===== src/rtl/core/bspd_pkg.sv =====
// Shared types, constants and the CRC step for the byte-stuffed packet deframer.
package bspd_pkg;

  // Link framing bytes
  localparam logic [7:0] FLAG_BYTE = 8'h7E;
  localparam logic [7:0] ESC_BYTE  = 8'h7D;
  localparam logic [7:0] ESC_XOR   = 8'h20;

  // CRC-16/X.25, reflected form
  localparam logic [15:0] CRC_INIT = 16'hFFFF;
  localparam logic [15:0] CRC_POLY = 16'h8408;
  localparam logic [15:0] CRC_XOUT = 16'hFFFF;

  // Largest payload length accepted in the header
  localparam logic [15:0] MAX_PAYLOAD = 16'd256;

  // Frame layout
  localparam logic [8:0] HDR_LEN   = 9'd6;
  localparam logic [8:0] COUNT_MAX = 9'd511;

  // Header byte positions
  localparam logic [2:0] HDR_IDENT  = 3'd0;
  localparam logic [2:0] HDR_OPTS   = 3'd1;
  localparam logic [2:0] HDR_MSG_LO = 3'd2;
  localparam logic [2:0] HDR_MSG_HI = 3'd3;
  localparam logic [2:0] HDR_LEN_LO = 3'd4;
  localparam logic [2:0] HDR_LEN_HI = 3'd5;

  // Result kinds
  typedef enum logic {
    KIND_DATA   = 1'b0,
    KIND_STATUS = 1'b1
  } kind_t;

  // End-of-frame status codes
  typedef enum logic [1:0] {
    ST_OK       = 2'd0,
    ST_CRC_ERR  = 2'd1,
    ST_OVERSIZE = 2'd2,
    ST_SHORT    = 2'd3
  } frame_status_t;

  // One byte through the reflected CRC, bit-serial over eight steps
  function automatic logic [15:0] crc_feed(input logic [15:0] crc, input logic [7:0] d);
    logic [15:0] c;
    c = crc ^ {8'h00, d};
    for (int b = 0; b < 8; b++) begin
      c = c[0] ? ((c >> 1) ^ CRC_POLY) : (c >> 1);
    end
    return c;
  endfunction

endpackage


===== src/rtl/core/bspd_if.sv =====
// Valid/ready channel interfaces for the deframer input bytes and results.
interface bspd_in_if;
  logic       valid;
  logic       ready;
  logic [7:0] rx_byte;

  modport source (output valid, output rx_byte, input ready);
  modport sink   (input valid, input rx_byte, output ready);
endinterface

interface bspd_out_if;
  logic        valid;
  logic        ready;
  logic        kind;
  logic [7:0]  payload_byte;
  logic [7:0]  byte_index;
  logic [7:0]  packet_ident;
  logic [7:0]  option_bits;
  logic [15:0] message_code;
  logic [15:0] payload_length;
  logic [1:0]  frame_status;

  modport source (output valid, output kind, output payload_byte, output byte_index,
                  output packet_ident, output option_bits, output message_code,
                  output payload_length, output frame_status, input ready);
  modport sink   (input valid, input kind, input payload_byte, input byte_index,
                  input packet_ident, input option_bits, input message_code,
                  input payload_length, input frame_status, output ready);
endinterface


===== src/rtl/core/byte_stuffed_packet_deframer_crc16.sv =====
// Byte-stuffed packet deframer: unescape, header capture, CRC-16 check, payload and status out.
// One raw link byte per transaction on in_ch; results leave on out_ch. The block sustains one
// byte per clock while out_ch takes results: the byte is captured in an input register, decoded
// by combinational logic (unescape, header capture, CRC-16/X.25 byte update) and the result, if
// any, lands in an output register, from which it is presented on out_ch. The input register
// keeps taking bytes while a result waits in the output register; only a stalled result with
// another one behind it holds off in_ch. A flag byte that closes a frame gives one status
// result; payload bytes give one result each if the header length is within MAX_PAYLOAD; all
// other bytes give none.
module byte_stuffed_packet_deframer_crc16 (
  input  logic          clk,
  input  logic          rst_n,
  bspd_in_if.sink       in_ch,
  bspd_out_if.source    out_ch
);

  // Input register
  logic [7:0]  byte_r;
  logic        bvalid_r;

  // Frame state
  logic        in_frame_r,   in_frame_nxt;
  logic        esc_r,        esc_nxt;
  logic [8:0]  count_r,      count_nxt;
  logic [15:0] crc_r,        crc_nxt;
  logic [7:0]  ident_r,      ident_nxt;
  logic [7:0]  opts_r,       opts_nxt;
  logic [15:0] msg_r,        msg_nxt;
  logic [15:0] len_r,        len_nxt;
  logic [15:0] chk_r,        chk_nxt;

  // Result register
  logic        out_valid_r;
  logic        out_kind_r;
  logic [7:0]  out_byte_r;
  logic [7:0]  out_idx_r;
  logic [7:0]  out_ident_r;
  logic [7:0]  out_opts_r;
  logic [15:0] out_msg_r;
  logic [15:0] out_len_r;
  logic [1:0]  out_stat_r;

  // Decode results
  logic                  res_gen;
  bspd_pkg::kind_t       res_kind;
  logic [7:0]            res_byte;
  logic [7:0]            res_idx;
  bspd_pkg::frame_status_t res_stat;
  logic                  adv;
  logic                  is_flag;
  logic                  take;
  logic [7:0]            d;
  logic [16:0]           end_pos;
  logic [16:0]           p_ext;
  logic [8:0]            p_off;

  // Stage advances unless it would produce a result into a full, stalled output register
  assign adv         = bvalid_r && (!res_gen || !out_valid_r || out_ch.ready);
  assign in_ch.ready = !bvalid_r || adv;

  // Input register
  always_ff @(posedge clk) begin
    if (!rst_n) begin
      bvalid_r <= 1'b0;
    end else if (in_ch.ready) begin
      bvalid_r <= in_ch.valid;
    end
    if (in_ch.valid && in_ch.ready) begin
      byte_r <= in_ch.rx_byte;
    end
  end

  // Byte decode and frame state update
  always_comb begin
    in_frame_nxt = in_frame_r;
    esc_nxt      = esc_r;
    count_nxt    = count_r;
    crc_nxt      = crc_r;
    ident_nxt    = ident_r;
    opts_nxt     = opts_r;
    msg_nxt      = msg_r;
    len_nxt      = len_r;
    chk_nxt      = chk_r;
    res_gen      = 1'b0;
    res_kind     = bspd_pkg::KIND_DATA;
    res_byte     = 8'h00;
    res_idx      = 8'h00;
    res_stat     = bspd_pkg::ST_OK;
    take         = 1'b0;
    d            = byte_r;
    is_flag      = (byte_r == bspd_pkg::FLAG_BYTE);
    end_pos      = {1'b0, len_r} + 17'(bspd_pkg::HDR_LEN);
    p_ext        = {8'h00, count_r};
    p_off        = count_r - bspd_pkg::HDR_LEN;

    if (is_flag) begin
      if (in_frame_r) begin
        // Closing flag: report and return to idle
        res_gen  = 1'b1;
        res_kind = bspd_pkg::KIND_STATUS;
        if (count_r < bspd_pkg::HDR_LEN) begin
          res_stat = bspd_pkg::ST_SHORT;
        end else if (len_r > bspd_pkg::MAX_PAYLOAD) begin
          res_stat = bspd_pkg::ST_OVERSIZE;
        end else if (p_ext < end_pos + 17'd2) begin
          res_stat = bspd_pkg::ST_SHORT;
        end else if (chk_r == (crc_r ^ bspd_pkg::CRC_XOUT)) begin
          res_stat = bspd_pkg::ST_OK;
        end else begin
          res_stat = bspd_pkg::ST_CRC_ERR;
        end
        in_frame_nxt = 1'b0;
        count_nxt    = '0;
        crc_nxt      = bspd_pkg::CRC_INIT;
        ident_nxt    = '0;
        opts_nxt     = '0;
        msg_nxt      = '0;
        len_nxt      = '0;
        chk_nxt      = '0;
      end
      esc_nxt = 1'b0;
    end else begin
      in_frame_nxt = 1'b1;
      if (esc_r) begin
        esc_nxt = 1'b0;
        d       = byte_r ^ bspd_pkg::ESC_XOR;
        take    = 1'b1;
      end else if (byte_r == bspd_pkg::ESC_BYTE) begin
        esc_nxt = 1'b1;
      end else begin
        take = 1'b1;
      end
    end

    // Decoded byte: header, payload or check
    if (take) begin
      if (count_r < bspd_pkg::HDR_LEN) begin
        case (count_r[2:0])
          bspd_pkg::HDR_IDENT:  ident_nxt = d;
          bspd_pkg::HDR_OPTS:   opts_nxt  = d;
          bspd_pkg::HDR_MSG_LO: msg_nxt   = {msg_r[15:8], d};
          bspd_pkg::HDR_MSG_HI: msg_nxt   = {d, msg_r[7:0]};
          bspd_pkg::HDR_LEN_LO: len_nxt   = {len_r[15:8], d};
          default:              len_nxt   = {d, len_r[7:0]};
        endcase
        crc_nxt = bspd_pkg::crc_feed(crc_r, d);
      end else if (len_r <= bspd_pkg::MAX_PAYLOAD) begin
        if (p_ext < end_pos) begin
          crc_nxt  = bspd_pkg::crc_feed(crc_r, d);
          res_gen  = 1'b1;
          res_kind = bspd_pkg::KIND_DATA;
          res_byte = d;
          res_idx  = p_off[7:0];
        end else if (p_ext == end_pos) begin
          chk_nxt = {chk_r[15:8], d};
        end else if (p_ext == end_pos + 17'd1) begin
          chk_nxt = {d, chk_r[7:0]};
        end
      end
      if (count_r < bspd_pkg::COUNT_MAX) begin
        count_nxt = count_r + 9'd1;
      end
    end
  end

  // Frame state registers
  always_ff @(posedge clk) begin
    if (!rst_n) begin
      in_frame_r <= 1'b0;
      esc_r      <= 1'b0;
      count_r    <= '0;
      crc_r      <= bspd_pkg::CRC_INIT;
      ident_r    <= '0;
      opts_r     <= '0;
      msg_r      <= '0;
      len_r      <= '0;
      chk_r      <= '0;
    end else if (adv) begin
      in_frame_r <= in_frame_nxt;
      esc_r      <= esc_nxt;
      count_r    <= count_nxt;
      crc_r      <= crc_nxt;
      ident_r    <= ident_nxt;
      opts_r     <= opts_nxt;
      msg_r      <= msg_nxt;
      len_r      <= len_nxt;
      chk_r      <= chk_nxt;
    end
  end

  // Result register; header fields shown as held before the frame clears
  always_ff @(posedge clk) begin
    if (!rst_n) begin
      out_valid_r <= 1'b0;
    end else if (adv && res_gen) begin
      out_valid_r <= 1'b1;
    end else if (out_ch.ready) begin
      out_valid_r <= 1'b0;
    end
    if (adv && res_gen) begin
      out_kind_r  <= res_kind;
      out_byte_r  <= res_byte;
      out_idx_r   <= res_idx;
      out_ident_r <= ident_r;
      out_opts_r  <= opts_r;
      out_msg_r   <= msg_r;
      out_len_r   <= len_r;
      out_stat_r  <= res_stat;
    end
  end

  assign out_ch.valid          = out_valid_r;
  assign out_ch.kind           = out_kind_r;
  assign out_ch.payload_byte   = out_byte_r;
  assign out_ch.byte_index     = out_idx_r;
  assign out_ch.packet_ident   = out_ident_r;
  assign out_ch.option_bits    = out_opts_r;
  assign out_ch.message_code   = out_msg_r;
  assign out_ch.payload_length = out_len_r;
  assign out_ch.frame_status   = out_stat_r;

  // Idle between frames means the running state sits at its start values
  a_idle_clean: assert property (@(posedge clk) disable iff (!rst_n)
    !in_frame_r |-> (count_r == '0) && (crc_r == bspd_pkg::CRC_INIT))
    else $error("frame state not clean outside a frame");

  // A closing flag leaves the block out of frame with the count cleared
  a_close: assert property (@(posedge clk) disable iff (!rst_n)
    adv && is_flag && in_frame_r |=> !in_frame_r && (count_r == '0) && !esc_r)
    else $error("frame not cleared after closing flag");

  // Any non-flag byte opens a frame
  a_open: assert property (@(posedge clk) disable iff (!rst_n)
    adv && !is_flag |=> in_frame_r)
    else $error("non-flag byte did not open a frame");

  // Payload results stay inside the announced, accepted length
  a_index: assert property (@(posedge clk) disable iff (!rst_n)
    out_valid_r && (out_kind_r == bspd_pkg::KIND_DATA) |->
      ({8'h00, out_idx_r} < out_len_r) && (out_len_r <= bspd_pkg::MAX_PAYLOAD)
      && (out_stat_r == bspd_pkg::ST_OK))
    else $error("payload result outside frame length");

endmodule

===== src/flat_wrapper.sv =====
// flat-port wrapper written by rule: the top's interface ports become plain ports
module byte_stuffed_packet_deframer_crc16_flat 
  (clk, rst_n, in_ch_valid, in_ch_rx_byte, in_ch_ready, out_ch_valid, out_ch_kind, out_ch_payload_byte, out_ch_byte_index, out_ch_packet_ident, out_ch_option_bits, out_ch_message_code, out_ch_payload_length, out_ch_frame_status, out_ch_ready);
  bspd_in_if in_ch_i ();
  bspd_out_if out_ch_i ();
  input  logic clk;
  input  logic rst_n;
  input wire logic [$bits(in_ch_i.valid)-1:0] in_ch_valid;
  input wire logic [$bits(in_ch_i.rx_byte)-1:0] in_ch_rx_byte;
  output wire logic [$bits(in_ch_i.ready)-1:0] in_ch_ready;
  output wire logic [$bits(out_ch_i.valid)-1:0] out_ch_valid;
  output wire logic [$bits(out_ch_i.kind)-1:0] out_ch_kind;
  output wire logic [$bits(out_ch_i.payload_byte)-1:0] out_ch_payload_byte;
  output wire logic [$bits(out_ch_i.byte_index)-1:0] out_ch_byte_index;
  output wire logic [$bits(out_ch_i.packet_ident)-1:0] out_ch_packet_ident;
  output wire logic [$bits(out_ch_i.option_bits)-1:0] out_ch_option_bits;
  output wire logic [$bits(out_ch_i.message_code)-1:0] out_ch_message_code;
  output wire logic [$bits(out_ch_i.payload_length)-1:0] out_ch_payload_length;
  output wire logic [$bits(out_ch_i.frame_status)-1:0] out_ch_frame_status;
  input wire logic [$bits(out_ch_i.ready)-1:0] out_ch_ready;
  assign in_ch_i.valid = in_ch_valid;
  assign in_ch_i.rx_byte = in_ch_rx_byte;
  assign in_ch_ready = in_ch_i.ready;
  assign out_ch_valid = out_ch_i.valid;
  assign out_ch_kind = out_ch_i.kind;
  assign out_ch_payload_byte = out_ch_i.payload_byte;
  assign out_ch_byte_index = out_ch_i.byte_index;
  assign out_ch_packet_ident = out_ch_i.packet_ident;
  assign out_ch_option_bits = out_ch_i.option_bits;
  assign out_ch_message_code = out_ch_i.message_code;
  assign out_ch_payload_length = out_ch_i.payload_length;
  assign out_ch_frame_status = out_ch_i.frame_status;
  assign out_ch_i.ready = out_ch_ready;
  byte_stuffed_packet_deframer_crc16 u_core (.clk(clk), .rst_n(rst_n), .in_ch(in_ch_i), .out_ch(out_ch_i));
endmodule

===== config.mk =====
export PLATFORM = sky130hd
export DESIGN_NAME = byte_stuffed_packet_deframer_crc16_flat
export DESIGN_NICKNAME = d
export VERILOG_FILES = /design/src/rtl/core/bspd_pkg.sv /design/src/rtl/core/bspd_if.sv /design/src/rtl/core/byte_stuffed_packet_deframer_crc16.sv /design/src/flat_wrapper.sv
export SDC_FILE = /design/constraint.sdc
export NUM_CORES = 1
export LEC_CHECK = 0
export BUFFER_PORTS_ARGS = -buffer_cell sky130_fd_sc_hd__buf_2
export CELL_PAD_IN_SITES_DETAIL_PLACEMENT = 0
export CELL_PAD_IN_SITES_GLOBAL_PLACEMENT = 1
export CORE_ASPECT_RATIO = 0.9
export CORE_MARGIN = 8
export CORE_UTILIZATION = 35
export DETAILED_ROUTE_END_ITERATION = 10
export GPL_ROUTABILITY_DRIVEN = 0
export HOLD_SLACK_MARGIN = 0.1
export PLACE_DENSITY_LB_ADDON = 0.1
export SYNTH_ARGS = -nofsm -noshare
export SYNTH_HDL_FRONTEND = slang
export SYNTH_SLANG_ARGS = --single-unit
export TNS_END_PERCENT = 20

===== constraint.sdc =====
create_clock -name clk -period 12.6 [get_ports clk]
set_input_delay 1.26 -clock clk [delete_from_list [all_inputs] [get_ports clk]]
set_output_delay 1.26 -clock clk [all_outputs]
set_load 0.01 [all_outputs]

==> out/metrics.yaml, run 1 <==
outcome:
  status: "finished clean"
drt:
  drc_errors: 0
  via_per_inst: 5.36
  drt-initial-drc-count: 607
  final_antenna_net_count: 0
  routed_wl_mm: 26.3
  routedWlPerCell_um: 20.1
  num_vias: 7006
  drtPass1Iterations: 7
die:
  io_pins: 81
  initial_core_util_pct: 35.3
  die-area_um2: 30600
  die_w_um: 183
  core-area_um2: 25000
  row_count: 55
  chipHeight_um: 167
critical_path:
  r2r_setup_slack_ns: 7.84
  crit_path_start_kind: "flop"
  worstSetupPathType: "flop to output port"
  worst_r2r_path_depth: 14
  crit_arrival_ns: 3.85
  crit_required_ns: 11.34
  cp_max_fo: 15
  endpoint_kind: "output port"
  r2r_start: "u_core.len_r[1]"
  regToRegEndpoint: "u_core.out_ch.option_bits[2]"
sta:
  min_period_ns: 5.11
  timing.fmax_mhz: 196
  final.period_utilization_pct: 40.5
  setup_tns_ns: 0
  finClkSkew_ns: 0.0183
  drv_slew: 0
  slew_headroom_pct: 32.2
  fin_ws_ns: 7.49
  rsz0062_at_grt: "no"
  tightest_slew_ns: 1.01
  finalHoldViolCount: 0
  setup_viol: 0
run:
  cap_violations: 0
synth:
  synth_area_leader_cell: "edfxtp_1"
  async_reset_ff_share_pct: 0
  syn_area_per_cell_um2: 9.84
  synth_top_area_share_pct: 25.5
  seq_area_frac_synth_pct: 46.6
  synth-edff-count: 75
  ys.flop_type: "dfxtp_1"
  ys_warn_count: 0
  syn-num-nets: 938
  ys_types: 79
  synth_area_um2: 8830
  synth_area_leaders: "edfxtp_1 26%, dfxtp_1 21%, xnor2_1 5.9%"
  netlist_instances: 897
  synth-seq-cells: 168
finish:
  n_antenna_cell: 0
  syn2layout_area_growth_pct: 14.5
  drive_gt1_share_pct: 16.7
  instances_no_fill: 1306
  fin_nets: 992
power:
  power_density_nw_per_um2: 123
  internal-power_uw: 891
  p_seq_share_pct: 48.3
  p_leak_nw: 3.58
  p_sw_uw: 348
  p_sw_share_pct: 28.1
  p_total_mw: 1.24
  power_frac_comb_pct: 7.5
  vdd_drop_max_v: 0.0000779
  p_clk_share_pct: 44.2
place:
  dp.cells: 1274
  portBuffers: 80
  dp_hpwl_mm: 18.1
  post-place-ws_ns: 7.83
min_path:
  hold_depth: 0
  whs_endpoint: "u_core.out_ch.message_code[9]"
  hp-class: "flop to flop"
  holdCritStartpoint: "u_core.msg_r[9]"
cts:
  cts_resized: 0
  cts_tree: "built"
  cts_sinks: 168
  cts_made_buffers: 17
  clk_latency_ns: 0.44
  clk_pin_slew_worst_paths_ns: 0.09
  post-cts-setup-buffers: 0
  cts_max_path_buffers: 2
  cts-root-buf: "clkbuf_16"
  hold_buffers: 0
  htreeDepth: 4
grt:
  grt_pass1_vias: 6776
  track_usage_pct: 17.3
  grt_antenna_before_repair: 0
  grt.overflow.total: 0
  grt_max_degree: 63
  grt_pass1_wl_mm: 41.1
-- worst max path at each step --
stage | from | end
after floorplan | u_core.len_r[1] | u_core.out_ch.byte_index[0]
after global placement | u_core.len_r[1] | u_core.out_ch.option_bits[2]
after detailed placement | u_core.len_r[1] | u_core.out_ch.option_bits[4]
after CTS | u_core.len_r[1] | in_ch_ready
after global routing | u_core.len_r[1] | in_ch_ready
final | u_core.len_r[1] | in_ch_ready
-- layer usage --
layer	track usage (%)	vias up	wire length, um
met4	4.17	0	293
met1	25.6	3422	13500
met5	0	-	0
met2	25.5	175	11300
met3	3.15	23	1180
li1	-	3386	-
-- critical path, cell delays in order, from the launching register on --
cell	delay (ns)
dfxtp_1	0.65
inv_1	0.19
ha_1	0.31
nand2b_4	0.27
xnor2_2	0.21
inv_1	0.11
ha_1	0.30
nand4_1	0.10
o221ai_1	0.25
nand3_1	0.26
o21ai_1	0.25
nand2_1	0.17
nand3_1	0.18
buf_2	0.15
-- synthesized netlist by cell type (21+ instances only) --
cell type,n
dfxtp_1,93
nor2_1,81
nand2_1,80
edfxtp_1,75
xnor2_1,59
a21oi_1,44
clkbuf_1,35
a22oi_1,33
ha_1,29
nor3_1,28
o21ai_0,27
inv_1,22
xor2_1,21
-- kinds of logic after synthesis --
kind of cell | Yosys count | share of synthesized area (%)
DFF | 168 | 46.6
muxes | 3 | 0.340
and+or+nand+nor | 333 | 19.9
AOI/OAI and AO/OA | 197 | 16.1
buffers and inverters | 83 | 4.21
adders and majority gates | 29 | 4.11
xor gates and xnor gates | 84 | 8.75
-- final cells by class --
type                            count  area (um^2)
Clock buffer                       17          425
Clock inverter                     15          194
Fill cell                        2504        14900
Inverter                           26         97.6
Multi-Input combinational cell    646         4360
Sequential cell                   168         4110
Tap cell                          342          428
Timing Repair Buffer               92          490
-- metrics by stage --
stage | util, % | hold WS [ns] | instance area, um^2
after global placement | 38.0 | 0.412 | 9490
after global routing | 40.5 | 0.441 | 10100
after CTS | 40.5 | 0.434 | 10100
after detailed placement | 38.0 | 0.416 | 9490
after floorplan | - | 0.403 | 8830
final | 40.5 | 0.433 | 10100
-- flip-flops by register name, summed over array words and instances, names as in the netlist, 9 cells and up --
signal / count
u_core.chk_r: 16
u_core.count_r: 9
u_core.msg_r: 16
u_core.out_ch.message_code: 16
u_core.crc_r: 16
u_core.len_r: 16
u_core.out_ch.payload_length: 16
-- power groups by stage --
stage / registers [mW] / logic (mW) / clock network, mW
floorplan: 0.598 / 0.0755 / 0
global placement: 0.611 / 0.0935 / 0
detailed placement: 0.611 / 0.0925 / 0
CTS: 0.599 / 0.0933 / 0.563
global route: 0.600 / 0.104 / 0.580
finish: 0.599 / 0.0927 / 0.547
-- layout by cell type (no fill, tap or decap), drive strengths merged, types with 10 or more instances in the layout --
cell type | netlist | routed
a21oi | 44 | 44
a22oi | 33 | 33
and2 | 16 | 16
and3 | 10 | 10
buf | 22 | 92
clkbuf | 35 | 17
dfxtp | 93 | 93
edfxtp | 75 | 75
ha | 29 | 29
inv | 26 | 34
nand2 | 80 | 80
nand3 | 20 | 20
nand4 | 18 | 18
nor2 | 83 | 83
nor2b | 11 | 11
nor3 | 30 | 30
nor4 | 23 | 23
o21ai | 35 | 35
o31ai | 11 | 11
xnor2 | 62 | 62
xor2 | 21 | 21
Note: power is estimated with default switching activity, not from simulation.
==> inputs of run 2 (changes only) <==
Settings changed: ABC_AREA set to 1.
Clock period 12.6 ns to 4.6 ns, I/O delays scaled along.
==> out/metrics.yaml, run 2 <==
critical_path:
  r2r_setup_slack_ns: 0.70  # -7.14 ns
  cp_max_fo: 40  # +25
  endpoint: "u_core.len_r[11]"
  regToRegEndpoint: "u_core.len_r[11]"
  path_common_cell: "nand2_1"
  crit_path_start_kind: "flop"
  crit_chain: "inv_2 -> ha_1 -> inv_1 -> nand2_2 -> o21ai_0 -> nand2_1 -> ha_1 -> nand2_1 -> inv_1 -> nand2_1 -> nand2_1 -> nand3_2 -> nand3_2 -> nand2_2 -> nand2_2 -> nand2_4 -> inv_2 -> buf_4 -> nand3_1 -> nand2_1 -> a21oi_1"
  crit_slowest_cell: "dfxtp_1"
  cp_num_buf_inv: 5  # +2
  worstSetupPathType: "flop to flop"
  worst_r2r_path_depth: 21  # +7
  r2r_start: "u_core.len_r[1]"
  slowest_delay_ns: 0.44  # -0.21 ns
  startpoint: "u_core.len_r[1]"
  critical_path.top_delay_family: "simple AND/OR/NAND/NOR gates"
  crit_arrival_ns: 4.21  # +0.36 ns
  crit_required_ns: 4.91  # -6.43 ns
  endpoint_kind: "flop"
  worst-path-stages: 21  # +8
place:
  dp_hpwl_mm: 19.1  # +5.5%
  portBuffers: 80  # unchanged
  post-place-ws_ns: 0.719  # -7.11 ns
  dp.cells: 1553  # +22%
  postPlaceCellArea_um2: 9740  # +2.6%
power:
  p_total_mw: 3.66  # +200%
  power_density_nw_per_um2: 354  # +190%
  p_leak_nw: 4.19  # +17%
  vdd_drop_max_v: 0.000190  # +140%
finish:
  instances_no_fill: 1585  # +21%
  final_util_pct: 41.1  # +0.62 points
  drive_gt1_share_pct: 13.9  # -2.8 points
  fin_nets: 1271  # +28%
  final_cell_mix: "282 x nand2_1, 132 x nor2_1, 98 x inv_1"
  num-fill-cells: 2647  # +5.7%
  syn2layout_area_growth_pct: 15.0
  n_antenna_cell: 0  # unchanged
  final_common_cell: "nand2_1"
  final_area_um2: 10300  # +2.4%
synth:
  synth_top_area_share_pct: 25.0  # -0.49 points
  netlist_instances: 1157  # +29%
  ys_warn_count: 0  # unchanged
  synth_area_leader_cell: "edfxtp_1"
  synth-edff-count: 75  # unchanged
  async_reset_ff_share_pct: 0  # unchanged
  ys.flop_type: "dfxtp_1"
  syn-num-nets: 1198  # +28%
  synth_common_cells: "282 x nand2_1, 132 x nor2_1, 99 x inv_1, 93 x dfxtp_1, 86 x a21oi_1"
  syn_area_per_cell_um2: 7.78  # -21%
  ys_types: 43  # -46%
  synth_area_um2: 9000  # +2.0%
  seq_area_frac_synth_pct: 45.7  # -0.89 points
  synth-seq-cells: 168  # unchanged
  synth_area_leaders: "edfxtp_1 25%, dfxtp_1 21%, nand2_1 12%"
  synth_most_common_cell: "nand2_1"
sta:
  finalHoldViolCount: 0  # unchanged
  timing.fmax_mhz: 256
  setup_viol: 0  # unchanged
  whs_ns: 0.204  # -0.229 ns
  min_period_ns: 3.90
  finClkSkew_ns: 0.0165  # -0.00187 ns
  tightest_slew_ns: 0.869  # -0.143 ns
  drv_slew: 0  # unchanged
  setup_tns_ns: 0  # unchanged
  rsz0062_at_grt: "no"
  slew_headroom_pct: 42.0  # +9.9 points
  final.period_utilization_pct: 84.8
  fin_ws_ns: 0.699  # -6.79 ns
cts:
  cts_sinks: 168  # unchanged
  cts_max_path_buffers: 2  # unchanged
  cts-root-buf: "clkbuf_16"
  cts_resized: 0  # unchanged
  clk_latency_ns: 0.44  # about the same
  clk_pin_slew_worst_paths_ns: 0.07  # -0.02 ns
  cts_tree: "built"
  cts_made_buffers: 17  # unchanged
  post-cts-setup-buffers: 0  # unchanged
  hold_buffers: 0  # unchanged
  htreeDepth: 4  # unchanged
drt:
  final_antenna_net_count: 0  # unchanged
  drc_errors: 0  # unchanged
  drtPass1Iterations: 6  # -1
  drt-initial-drc-count: 520  # -14%
  num_vias: 7791  # +11%
  via_per_inst: 4.92  # -8.4%
  routed_wl_mm: 26.9  # +2.3%
  routedWlPerCell_um: 17.0  # -16%
outcome:
  status: "finished clean"
die:
  die-area_um2: 31100  # +1.8%
  io_pins: 81  # unchanged
  row_count: 55  # unchanged
  die_w_um: 185  # +0.89%
  chipHeight_um: 168  # +0.88%
  core-area_um2: 25200  # +0.83%
  initial_core_util_pct: 35.7  # +0.40 points
grt:
  grt_pass1_wl_mm: 42.3  # +2.9%
  grt_max_degree: 47  # -25%
  track_usage_pct: 17.4  # +0.092 points
  grt_antenna_before_repair: 0  # unchanged
  grt_pass1_vias: 7359  # +8.6%
  grt.overflow.total: 0  # unchanged
min_path:
  holdCritStartpoint: "in_ch_rx_byte[3]"
  hp-class: "input pin to flop"
run:
  cap_violations: 0  # unchanged
run 2: worst min path at each step:
stage | end | slack (ns) | depth (start not counted)
finish | u_core.byte_r[3] | 0.20 | 1
detailed placement | u_core.out_ch.message_code[8] | 0.41 | 0
CTS | u_core.byte_r[3] | 0.18 | 1
global route | u_core.byte_r[3] | 0.19 | 1
floorplan | u_core.out_ch.payload_length[5] | 0.40 | 0
global placement | u_core.out_ch.message_code[13] | 0.42 | 0
run 2: where the power goes:
part | switching (mW) | leakage [nW] | internal (mW)
registers | 0.0547 | 1.43 | 1.63
clock network | 0.690 | 0.296 | 0.826
logic | 0.299 | 2.46 | 0.154
total | 1.04 | 4.19 | 2.62
run 2: metal layers:
| layer | GRT usage, % | up-vias | wire length [um] |
|---|---|---|---|
| met5 | 0 | - | 0 |
| met4 | 4.17 | 0 | 301 |
| met3 | 2.30 | 22 | 1150 |
| met2 | 26.9 | 160 | 12000 |
| met1 | 25.3 | 3624 | 13400 |
| li1 | - | 3985 | - |
run 2: layout make-up:
cell class	count	area [um^2]	share of cell area [%]
timing repair buffer	93	498	4.81
clock buffer	17	425	4.11
tap	342	428	4.14
clock inverter	15	183	1.77
multi-input combinational	840	4290	41.4
sequential	168	4110	39.8
inverter	110	413	3.99
run 2: kinds of logic after synthesis:
| kind of cell | synth area share (%) |
|---|---|
| adder cells (fa/ha/maj) | 4.03 |
| buffers and inverters | 6.67 |
| AND/OR/NAND/NOR | 27.7 |
| XOR/XNOR | 4.96 |
| AO/OA/AOI/OAI | 10.9 |
| flip-flops | 45.7 |
